==> config.mk <==
export PLATFORM = sky130hd
export DESIGN_NAME = intel_hex_record_parser_unit
export DESIGN_NICKNAME = d
export VERILOG_FILES = /design/src/ihex_pkg.sv /design/src/intel_hex_record_parser_unit.sv /design/src/ihex_in_reg.sv /design/src/ihex_step.sv /design/src/ihex_out_reg.sv
export SDC_FILE = /design/constraint.sdc
export NUM_CORES = 1
export LEC_CHECK = 0
export BUFFER_PORTS_ARGS = -buffer_cell sky130_fd_sc_hd__buf_2
export CAP_MARGIN = 30
export CORE_AREA = 2 2 101 103
export DETAILED_ROUTE_END_ITERATION = 12
export DIE_AREA = 0 0 103 105
export PLACE_DENSITY = 0.83
export SYNTH_ARGS = -nofsm -noshare
export SYNTH_HDL_FRONTEND = slang
export SYNTH_SLANG_ARGS = --single-unit
==> constraint.sdc <==
create_clock -name clk -period 3 [get_ports clk]
set_input_delay 0.15 -clock clk [delete_from_list [all_inputs] [get_ports clk]]
set_output_delay 0.15 -clock clk [all_outputs]
set_load 0.005 [all_outputs]
==> src/ihex_pkg.sv <==
// shared types, constants and the hex digit decoder for the hex record parser
// no dependencies; imported by every module of the block

package ihex_pkg;

  // characters with a meaning in the record grammar
  localparam logic [7:0] CH_COLON   = 8'h3A;
  localparam logic [7:0] CH_NEWLINE = 8'h0A;

  // record types that are acted on
  localparam logic [7:0] TYPE_DATA = 8'h00;
  localparam logic [7:0] TYPE_EXT  = 8'h04;

  // digits per field
  localparam logic [2:0] BYTE_DIGITS = 3'd2;
  localparam logic [2:0] WORD_DIGITS = 3'd4;

  // result kinds
  localparam logic KIND_WRITE = 1'b0;
  localparam logic KIND_ERROR = 1'b1;

  localparam int ADDR_W = 17;

  // parser phases, one-hot
  typedef enum logic [7:0] {
    PH_WAIT   = 8'b0000_0001,
    PH_COUNT  = 8'b0000_0010,
    PH_ADDR   = 8'b0000_0100,
    PH_TYPE   = 8'b0000_1000,
    PH_DATA   = 8'b0001_0000,
    PH_OFFSET = 8'b0010_0000,
    PH_SKIP   = 8'b0100_0000,
    PH_HALT   = 8'b1000_0000
  } phase_t;

  // one result transaction
  typedef struct packed {
    logic              kind;
    logic [ADDR_W-1:0] write_address;
    logic [7:0]        write_data;
  } result_t;

  // ascii hex digit to value, anything else decodes as zero
  function automatic logic [3:0] hex_value(input logic [7:0] c);
    logic [7:0] v;
    begin
      case (c) inside
        [8'h30:8'h39]: v = c - 8'h30;
        [8'h41:8'h46]: v = c - 8'h37;
        [8'h61:8'h66]: v = c - 8'h57;
        default:       v = 8'h00;
      endcase
      hex_value = v[3:0];
    end
  endfunction

endpackage

==> src/intel_hex_record_parser_unit.sv <==
// top level of the hex record parser: input register, parser step, result register
// depends on ihex_pkg, ihex_in_reg, ihex_step, ihex_out_reg

// Parses hex record text one character per transaction and emits one memory
// write per data byte of a type 0 record (address = record address + byte
// index) while the extended offset latched by type 4 is zero. A line that
// does not start with a colon gives one error result and halts the parser
// until reset. A character is registered on entry, the parser state updates
// when the registered character moves on, and any result is held in an
// output register, so a new character is accepted every cycle as long as the
// result consumer keeps up. A result becomes visible after the character has
// passed the input register and the result register has taken the result.

module intel_hex_record_parser_unit
  import ihex_pkg::*;
(
  input  logic              clk,
  input  logic              rst,
  input  logic              char_valid,
  output logic              char_ready,
  input  logic [7:0]        char_in,
  output logic              result_valid,
  input  logic              result_ready,
  output logic              kind,
  output logic [ADDR_W-1:0] write_address,
  output logic [7:0]        write_data
);

  logic       item_valid;
  logic       item_take;
  logic [7:0] item_char;
  logic       space;
  logic       emit;
  result_t    result;

  // a character moves on when the result register has room
  assign item_take = item_valid && space;

  ihex_in_reg u_in (
    .clk        (clk),
    .rst        (rst),
    .char_valid (char_valid),
    .char_ready (char_ready),
    .char_in    (char_in),
    .item_valid (item_valid),
    .item_take  (item_take),
    .item_char  (item_char)
  );

  ihex_step u_step (
    .clk    (clk),
    .rst    (rst),
    .take   (item_take),
    .c      (item_char),
    .emit   (emit),
    .result (result)
  );

  ihex_out_reg u_out (
    .clk           (clk),
    .rst           (rst),
    .space         (space),
    .load          (emit),
    .result        (result),
    .result_valid  (result_valid),
    .result_ready  (result_ready),
    .kind          (kind),
    .write_address (write_address),
    .write_data    (write_data)
  );

endmodule

==> src/ihex_in_reg.sv <==
// input register: captures one character transaction per cycle while it is empty or its held character moves on
// depends on ihex_pkg (style only)

module ihex_in_reg
  import ihex_pkg::*;
(
  input  logic       clk,
  input  logic       rst,
  input  logic       char_valid,
  output logic       char_ready,
  input  logic [7:0] char_in,
  output logic       item_valid,
  input  logic       item_take,
  output logic [7:0] item_char
);

  logic       held;
  logic [7:0] char_q;

  // accept when empty or when the held item leaves this cycle
  assign char_ready = !held || item_take;
  assign item_valid = held;
  assign item_char  = char_q;

  // valid flag
  always_ff @(posedge clk) begin
    if (rst) begin
      held <= 1'b0;
    end else if (char_ready) begin
      held <= char_valid;
    end
  end

  // payload
  always_ff @(posedge clk) begin
    if (char_valid && char_ready) begin
      char_q <= char_in;
    end
  end

endmodule

==> src/ihex_step.sv <==
// record parser state and the per-character update logic
// depends on ihex_pkg for phases, constants, result_t and hex_value

module ihex_step
  import ihex_pkg::*;
(
  input  logic       clk,
  input  logic       rst,
  input  logic       take,
  input  logic [7:0] c,
  output logic       emit,
  output result_t    result
);

  phase_t      phase, phase_next;
  logic [2:0]  digit_count, digit_count_next;
  logic [15:0] field_accum, field_accum_next;
  logic [7:0]  byte_count, byte_count_next;
  logic [15:0] record_address, record_address_next;
  logic [7:0]  byte_index, byte_index_next;
  logic [15:0] extended_offset, extended_offset_next;

  logic [15:0] accum_shift;
  logic [2:0]  digit_inc;
  logic        byte_done;
  logic        word_done;
  logic [7:0]  index_inc;

  // digit shift and field completion
  assign accum_shift = {field_accum[11:0], hex_value(c)};
  assign digit_inc   = digit_count + 3'd1;
  assign byte_done   = digit_inc >= BYTE_DIGITS;
  assign word_done   = digit_inc >= WORD_DIGITS;
  assign index_inc   = byte_index + 8'd1;

  // next state and result
  always_comb begin
    phase_next           = phase;
    digit_count_next     = digit_count;
    field_accum_next     = field_accum;
    byte_count_next      = byte_count;
    record_address_next  = record_address;
    byte_index_next      = byte_index;
    extended_offset_next = extended_offset;
    emit                 = 1'b0;
    result.kind          = KIND_WRITE;
    result.write_address = {1'b0, record_address} + {9'd0, byte_index};
    result.write_data    = accum_shift[7:0];
    if (take) begin
      case (phase)
        PH_HALT: begin
        end
        PH_WAIT: begin
          if (c != CH_COLON) begin
            phase_next           = PH_HALT;
            emit                 = 1'b1;
            result.kind          = KIND_ERROR;
            result.write_address = '0;
            result.write_data    = '0;
          end else begin
            phase_next       = PH_COUNT;
            digit_count_next = '0;
            field_accum_next = '0;
          end
        end
        default: begin
          if (c == CH_NEWLINE) begin
            // newline ends the record wherever it falls
            phase_next       = PH_WAIT;
            digit_count_next = '0;
            field_accum_next = '0;
          end else begin
            digit_count_next = digit_inc;
            field_accum_next = accum_shift;
            case (phase)
              PH_COUNT: begin
                if (byte_done) begin
                  byte_count_next  = accum_shift[7:0];
                  phase_next       = PH_ADDR;
                  digit_count_next = '0;
                  field_accum_next = '0;
                end
              end
              PH_ADDR: begin
                if (word_done) begin
                  record_address_next = accum_shift;
                  phase_next          = PH_TYPE;
                  digit_count_next    = '0;
                  field_accum_next    = '0;
                end
              end
              PH_TYPE: begin
                if (byte_done) begin
                  byte_index_next  = '0;
                  digit_count_next = '0;
                  field_accum_next = '0;
                  if (accum_shift[7:0] == TYPE_DATA && extended_offset == 16'd0
                      && byte_count != 8'd0) begin
                    phase_next = PH_DATA;
                  end else if (accum_shift[7:0] == TYPE_EXT) begin
                    phase_next = PH_OFFSET;
                  end else begin
                    phase_next = PH_SKIP;
                  end
                end
              end
              PH_DATA: begin
                if (byte_done) begin
                  emit             = 1'b1;
                  byte_index_next  = index_inc;
                  digit_count_next = '0;
                  field_accum_next = '0;
                  if (index_inc >= byte_count) begin
                    phase_next = PH_SKIP;
                  end
                end
              end
              PH_OFFSET: begin
                if (word_done) begin
                  extended_offset_next = accum_shift;
                  phase_next           = PH_SKIP;
                  digit_count_next     = '0;
                  field_accum_next     = '0;
                end
              end
              default: begin
                // skip phase: hold everything until newline
                digit_count_next = digit_count;
                field_accum_next = field_accum;
              end
            endcase
          end
        end
      endcase
    end
  end

  // state registers
  always_ff @(posedge clk) begin
    if (rst) begin
      phase           <= PH_WAIT;
      digit_count     <= '0;
      field_accum     <= '0;
      byte_count      <= '0;
      record_address  <= '0;
      byte_index      <= '0;
      extended_offset <= '0;
    end else begin
      phase           <= phase_next;
      digit_count     <= digit_count_next;
      field_accum     <= field_accum_next;
      byte_count      <= byte_count_next;
      record_address  <= record_address_next;
      byte_index      <= byte_index_next;
      extended_offset <= extended_offset_next;
    end
  end

  // halted parser stays halted until reset
  a_halt_sticky: assert property (@(posedge clk) disable iff (rst)
    phase == PH_HALT |=> phase == PH_HALT)
    else $error("parser left halt without reset");

  // an error result only comes from a line start
  a_error_source: assert property (@(posedge clk) disable iff (rst)
    emit && result.kind == KIND_ERROR |-> phase == PH_WAIT)
    else $error("error result outside line start");

  // data writes only in the data phase with a zero offset
  a_write_source: assert property (@(posedge clk) disable iff (rst)
    emit && result.kind == KIND_WRITE |-> phase == PH_DATA && extended_offset == 16'd0)
    else $error("write outside a data record");

  // a field never holds more than a word of digits
  a_digit_range: assert property (@(posedge clk) disable iff (rst)
    digit_count < WORD_DIGITS)
    else $error("digit count out of range");

endmodule

==> src/ihex_out_reg.sv <==
// result register: holds one result transaction until the consumer takes it
// depends on ihex_pkg for result_t

module ihex_out_reg
  import ihex_pkg::*;
(
  input  logic              clk,
  input  logic              rst,
  output logic              space,
  input  logic              load,
  input  result_t           result,
  output logic              result_valid,
  input  logic              result_ready,
  output logic              kind,
  output logic [ADDR_W-1:0] write_address,
  output logic [7:0]        write_data
);

  result_t held;

  // room when empty or draining this cycle
  assign space         = !result_valid || result_ready;
  assign kind          = held.kind;
  assign write_address = held.write_address;
  assign write_data    = held.write_data;

  // valid flag
  always_ff @(posedge clk) begin
    if (rst) begin
      result_valid <= 1'b0;
    end else if (space) begin
      result_valid <= load;
    end
  end

  // payload
  always_ff @(posedge clk) begin
    if (space && load) begin
      held <= result;
    end
  end

endmodule
==> results of run 1 <==
## timing repair
item | in CTS | in global routing
hold buffers | 8 | 0
endpoints found under the setup margin | 0 | 8
endpoints found under the hold margin | 8 | 0
resized for setup | 0 | 7
buffers inserted | 0 | 1
## cell usage in the layout (no fill, tap or decap), types with 4 or more instances in the layout
cell type      synthesis  layout
nand2_1               17      17
nor2b_1               10      10
inv_1                 15      15
and2_1                 6       6
or2_2                  5       5
a21oi_1               18      18
clkbuf_8               0       9
o211ai_1               9       9
dfxtp_1               73      72
nor2_1                88      88
xor2_1                17      17
nand2b_1               4       4
edfxtp_1              34      34
a211oi_1              15      14
a211o_1                4       4
nand4_1                4       4
nand4b_1               8       8
o21ai_0                8       7
and3_1                 5       5
nor3_1                17      15
buf_4                  0      22
a22o_1                10      10
buf_2                  6      39
nand3_1               11      11
nor4_1                 9       9
ha_1                  22      22
mux2i_1               39      39
dlygate4sd3_1          0       8
## cells by family (layout without fill, tap and decap cells)
| group | count (synthesis) | after routing |
|---|---|---|
| AO/OA/AOI/OAI | 84 | 84 |
| XOR/XNOR | 20 | 20 |
| adder cells (fa/ha/maj) | 23 | 23 |
| buffers and inverters | 36 | 101 |
| flip-flops | 107 | 107 |
| multiplexers | 40 | 40 |
| AND/OR/NAND/NOR | 198 | 198 |
## final cells by class
cell class,count,area (um^2),area share (%)
Multi-Input combinational cell,365,2515,42.50
Sequential cell,107,2484,41.98
Timing Repair Buffer,70,460.4,7.782
Tap cell,133,166.4,2.812
Clock buffer,9,123.9,2.093
Clock inverter,7,111.4,1.882
Inverter,15,56.30,0.9516
## Yosys cell counts (2+ instances only)
cell	n	area share [%]
nor2_1	88	6.5
dfxtp_1	73	29
mux2i_1	39	7.6
edfxtp_1	34	20
ha_1	22	5.4
a21oi_1	18	1.8
nand2_1	17	1.2
nor3_1	17	1.7
xor2_1	17	2.9
a211oi_1	15	2.2
inv_1	15	1.1
clkbuf_1	14	1.0
nand3_1	11	1.1
a22o_1	10	1.7
nor2b_1	10	1.2
nor4_1	9	1.1
o211ai_1	9	1.3
nand4b_1	8	1.4
o21ai_0	8	0.78
and2_1	6	0.73
buf_2	6	0.59
and3_1	5	0.61
or2_2	5	0.61
a211o_1	4	0.69
nand2b_1	4	0.49
nand4_1	4	0.49
a21o_1	3	0.44
a22oi_1	3	0.44
nand3b_1	3	0.44
xnor2_1	3	0.51
a2111oi_0	2	0.34
and4b_1	2	0.39
nor4b_1	2	0.34
o2bb2ai_1	2	0.34
## sequential cells by signal, indices dropped and copies added (netlist names)
name and flops:
u_out.result_valid 1, u_step.byte_count 8, u_step.byte_index 8, u_step.phase 8, u_in.item_char 8, u_out.write_address 17
u_step.field_accum 12, u_out.kind 1, u_step.record_address 16, u_step.digit_count 3, u_out.write_data 8, u_step.extended_offset 16
u_in.item_valid 1
## critical path, stage by stage (launching register included)
cell       delay [ns]
dfxtp_1          0.37
nand3_1          0.11
or2_2            0.35
nor2_1           0.14
xor2_1           0.10
ha_1             0.30
o211ai_1         0.10
nor3_1           0.23
a211oi_2         0.13
a2111oi_4        0.36
buf_4            0.19
mux2i_1          0.18
o31ai_1          0.09
## per-stage QoR
step / setup slack [ns] / setup TNS (ns) / std cells
5_1_grt: -0.006919 / -0.006919 / 706
4_1_cts: 0.008677 / 0 / 705
3_3_place_gp: 0.1222 / 0 / 681
3_5_place_dp: 0.04858 / 0 / 681
2_1_floorplan: 0.1068 / 0 / 508
6_report: 0.2272 / 0 / 706
## layer usage
| metal | share of wire (%) | global-route usage, % | vias up |
|---|---|---|---|
| met2 | 52 | 37.62 | 110 |
| met5 | 0 | 0 | - |
| met3 | 4.3 | 4.147 | 20 |
| li1 | - | - | 1966 |
| met1 | 42 | 26.82 | 1944 |
| met4 | 1.8 | 7.895 | 0 |
## how the worst max path moves through the flow
stage                    startpoint              end  slack [ns]  cells after the start
3_5_place_dp   u_step.byte_index[0]  u_step.phase[2]        0.05                     12
4_1_cts        u_step.byte_index[0]  u_step.phase[2]       0.009                     12
3_3_place_gp   u_step.byte_index[0]  u_step.phase[1]        0.12                     12
2_1_floorplan  u_step.byte_index[1]  u_step.phase[0]        0.11                     11
6_report       u_step.byte_index[1]  u_step.phase[6]        0.23                     12
5_1_grt        u_step.byte_index[1]  u_step.phase[1]      -0.007                     11
## power by group through the flow
stage | Sequential (mW) | Combinational, mW | Clock (mW)
floorplan | 1.57 | 0.0951 | 0
global placement | 1.57 | 0.157 | 0
detailed placement | 1.57 | 0.162 | 0
CTS | 1.53 | 0.170 | 1.02
global route | 1.54 | 0.189 | 1.07
finish | 1.53 | 0.172 | 1.00
==> flow_summary.ini, run 1 <==
[sta]
hold_violations = 0
tightest_slew_ns = 0.7166
setup_viol = 0
min_period_ns = 2.773
skew_ns = 0.01004
clock.fmax_ghz = 0.3606
period_share_pct = 92.43
slew_violations = 0
max_slew_margin_pct = 52.05
finalHoldWorstSlack_ns = 0.02795

[detailed_routing]
drc = 0
ant_nets = 0
drt_pre_antenna_iters = 5
viasPerCell = 5.722
drt-initial-drc-count = 205
wl_mm = 11.24
via_count = 4040
wl_per_cell_um = 15.92

[power_and_ir_drop]
swShare_pct = 23.33
p_int_mw = 2.075
peakVddDrop_mv = 0.2831
pwr-share-clk_pct = 36.9
p_leak_nw = 2.278
p_comb_share_pct = 6.4
seqPwrFrac_pct = 56.7
p_switching_mw = 0.6315
total_power_mw = 2.707
p_per_area_nw_per_um2 = 457.5

[run]
drv_cap = 0

[layout]
final_area_um2 = 5917
post-route-util_pct = 61.38
fill_cells = 802
num_antenna_cells = 0
syn_to_final_growth_pct = 15.74
drive_above_1_share_pct = 16.75
nNetsFinal = 603

[logic_synthesis]
synthMuxAreaShare_pct = 7.856
synth_xor_area_share_pct = 3.426
ys_ff_latch = 107
syn_inst = 508
synth-adder-area-share_pct = 5.776
synth.avg_cell_area_um2 = 10.06
synth-simple-area-share_pct = 19.51
synth_ff_type = dfxtp_1
syn_area_um2 = 5112
synth-edff-count = 34
yosysUniqueCellTypes = 54
synthArstFlopShare_pct = 0
synth_top_family_by_area = simple AND/OR/NAND/NOR gates
ys_seq_area_share_pct = 48.56
synth_compound_area_share_pct = 12.09
yosysWarnings = 0
synth_fp_nets = 543

[place]
place_congestion = 0.8935
dpl.hpwl_mm = 8.117
place_area_um2 = 5575
io_buffers = 39

[global_routing]
grt_max_degree = 35
grt-ovfl-total = 0
grt_pass1_wl_mm = 18.64
antenna_found_initial = 0
grt_usage_pct = 21.86
grt_pass1_vias = 3916

[floorplan]
num_rows = 36
core_um2 = 9639
dieArea_um2 = 10820
start_util_pct = 53.04
dieWidth_um = 103
ioPinCount = 40
fp.dieH_um = 105

[clocking]
cts.clk_slew.worst_paths_ns = 0.10
cts_inserted_buffers = 9
clockBufferDepth = 2
cts.sinks = 107
h-tree-depth = 3
cts_tree = built
clockRootBuffer = clkbuf_8
clock_latency_ns = 0.38

[min_path]
min_path_type = input pin to flop
hold_depth = 3
hold-path-endpoint = u_in.item_valid
worstHoldStart = char_valid

[worst_setup_path]
reg2reg_slack_ns = 0.23
critical_path_required_ns = 3.26
worstReg2RegEnd = u_step.phase[6]
rr_worst_depth = 12
crit_fanout = 6
startpoint_type = flop
arrival_ns = 3.03
timing.rr.start = u_step.byte_index[1]
cp-end-kind = flop
path_class = flop to flop

[run_status]
status = finished, final reports clean
Power figures use the tool's default switching activity.
==> run 2, diff against run 1 <==
--- a/config.mk
+++ b/config.mk
@@ -5,12 +5,12 @@
 export SDC_FILE = /design/constraint.sdc
 export NUM_CORES = 1
 export LEC_CHECK = 0
-export BUFFER_PORTS_ARGS = -buffer_cell sky130_fd_sc_hd__buf_2
 export CAP_MARGIN = 30
-export CORE_AREA = 2 2 101 103
+export CORE_AREA = 2 2 98 100
 export DETAILED_ROUTE_END_ITERATION = 12
-export DIE_AREA = 0 0 103 105
-export PLACE_DENSITY = 0.83
+export DIE_AREA = 0 0 100 102
+export DONT_BUFFER_PORTS = 1
+export PLACE_DENSITY = 0.84
 export SYNTH_ARGS = -nofsm -noshare
 export SYNTH_HDL_FRONTEND = slang
 export SYNTH_SLANG_ARGS = --single-unit
==> run 2 against run 1 <==
First-iteration DRC count up 21%; setup slack worse by 0.13 ns; largest cell class unchanged; non-clock buffer count down 33; clock power down 9%; highest routed layer unchanged; critical endpoint is now u_step.phase[7].
==> flow_summary.ini, run 2 (synthesis results as in run 1) <==
[floorplan]
core_um2 = 9109
ioPinCount = 40
fp.dieH_um = 102
start_util_pct = 56.13
dieArea_um2 = 10200
dieWidth_um = 100
num_rows = 35

[layout]
post-route-util_pct = 64.30
syn_to_final_growth_pct = 14.56
largest_register_ffs = 17
final_cells = 651
final_common_cell = nor2_1
nNetsFinal = 570
num_antenna_cells = 0
drive_above_1_share_pct = 13.52
final_area_um2 = 5857
layout_common_cells = nor2_1, dfxtp_1, mux2i_1

[detailed_routing]
drt_pre_antenna_iters = 5
wl_per_cell_um = 17.28
viasPerCell = 6.117
wl_mm = 11.25
drc = 0
via_count = 3982
ant_nets = 0
drt-initial-drc-count = 249

[place]
place_inst = 623
place_congestion = 0.8771
place_area_um2 = 5388
dpl.hpwl_mm = 7.681
io_buffers = 0

[global_routing]
grt_pass1_vias = 3676
grt_pass1_wl_mm = 17.87
grt_usage_pct = 22.33
grt_max_degree = 61
grt-ovfl-total = 0
antenna_found_initial = 0

[clocking]
h-tree-depth = 3
clock_latency_ns = 0.38
cts.sinks = 107
cts.clk_slew.worst_paths_ns = 0.12
clockBufferDepth = 2
cts_tree = built
cts_inserted_buffers = 9
clockRootBuffer = clkbuf_8

[sta]
hold_violations = 0
rsz0062_at_grt = true
tightest_slew_ns = 0.7306
period_share_pct = 96.62
setup_viol = 0
skew_ns = 0.01201
max_slew_margin_pct = 51.12
clock.fmax_ghz = 0.3450
min_period_ns = 2.899
slew_violations = 0

[worst_setup_path]
path_class = flop to flop
startpoint_type = flop
cp_num_buf_inv = 2
arrival_ns = 3.18
crit_fanout = 7
path_delay_family = compound AO/OA/AOI/OAI gates
critPathMaxStageDelay_ns = 0.61
slowest_stage = a2111oi_4
worstPathCellList = ha_4 > nand3_4 > buf_6 > nor2_1 > or2_4 > ha_4 > nor3_1 > nor3_1 > a211oi_2 > a2111oi_4 > clkbuf_16 > mux2i_1 > nor2_1
cp-end-kind = flop
critical_path_required_ns = 3.28

[power_and_ir_drop]
total_power_mw = 2.600
p_per_area_nw_per_um2 = 443.9
peakVddDrop_mv = 0.2483
p_leak_nw = 2.152

[run]
drv_cap = 0

[run_status]
status = finished, final reports clean

[min_path]
min_path_type = input pin to flop
-- run 2: area by class of cell --
class	instances	area, um^2
sequential	107	2495
timing repair buffer	37	354.1
fill	668	3252
tap	111	138.9
inverter	15	56.30
clock inverter	7	83.83
multi-input combinational	365	2605
clock buffer	9	123.9
-- run 2: layer usage --
metal / vias up / GRT usage, % / part of all wire (%) / wire, um
met5: - / 0 / 0 / 0
met4: 0 / 9.273 / 2.6 / 294
met3: 28 / 4.378 / 4.2 / 467
met2: 127 / 38.10 / 49 / 5569
met1: 1921 / 27.94 / 44 / 4921
li1: 1906 / - / - / -
-- run 2: where the power goes --
| part | switching (mW) | leakage, nW | internal (mW) |
|---|---|---|---|
| clock | 0.565 | 0.106 | 0.342 |
| combinational | 0.0944 | 1.12 | 0.0618 |
| sequential | 0.0194 | 0.924 | 1.52 |
-- run 2: worst paths after layout --
| kind | from | endpoint | cells after the start | slack, ns |
|---|---|---|---|---|
| worst max-delay path | u_step.byte_index[1] | u_step.phase[7] | 13 | 0.10 |
| worst min-delay path | result_ready | u_in.item_valid | 2 | 0.03 |
| worst max register to register | u_step.byte_index[1] | u_step.phase[7] | 13 | 0.10 |
| worst min register to register | u_step.digit_count[2] | u_step.digit_count[2] | 1 | 0.50 |
-- run 2: repair_timing --
item                                    CTS  global route
endpoints found under the hold margin    69             0
gates resized for setup                   0            28
endpoints found under the setup margin    1             8
hold buffers                             10             0
pin swaps                                 1            17
buffers inserted                          0             2
-- run 2: per-stage QoR --
step / setup WS [ns] / hold WS (ns) / TNS (ns)
after detailed placement: 0.03436 / 0.2340 / 0
after CTS: 0.09802 / 0.01998 / 0
final: 0.1014 / 0.03271 / 0
after global placement: 0.1119 / 0.2292 / 0
after floorplan: 0.1068 / 0.2489 / 0
after global routing: -0.06711 / 0.07317 / -0.1361
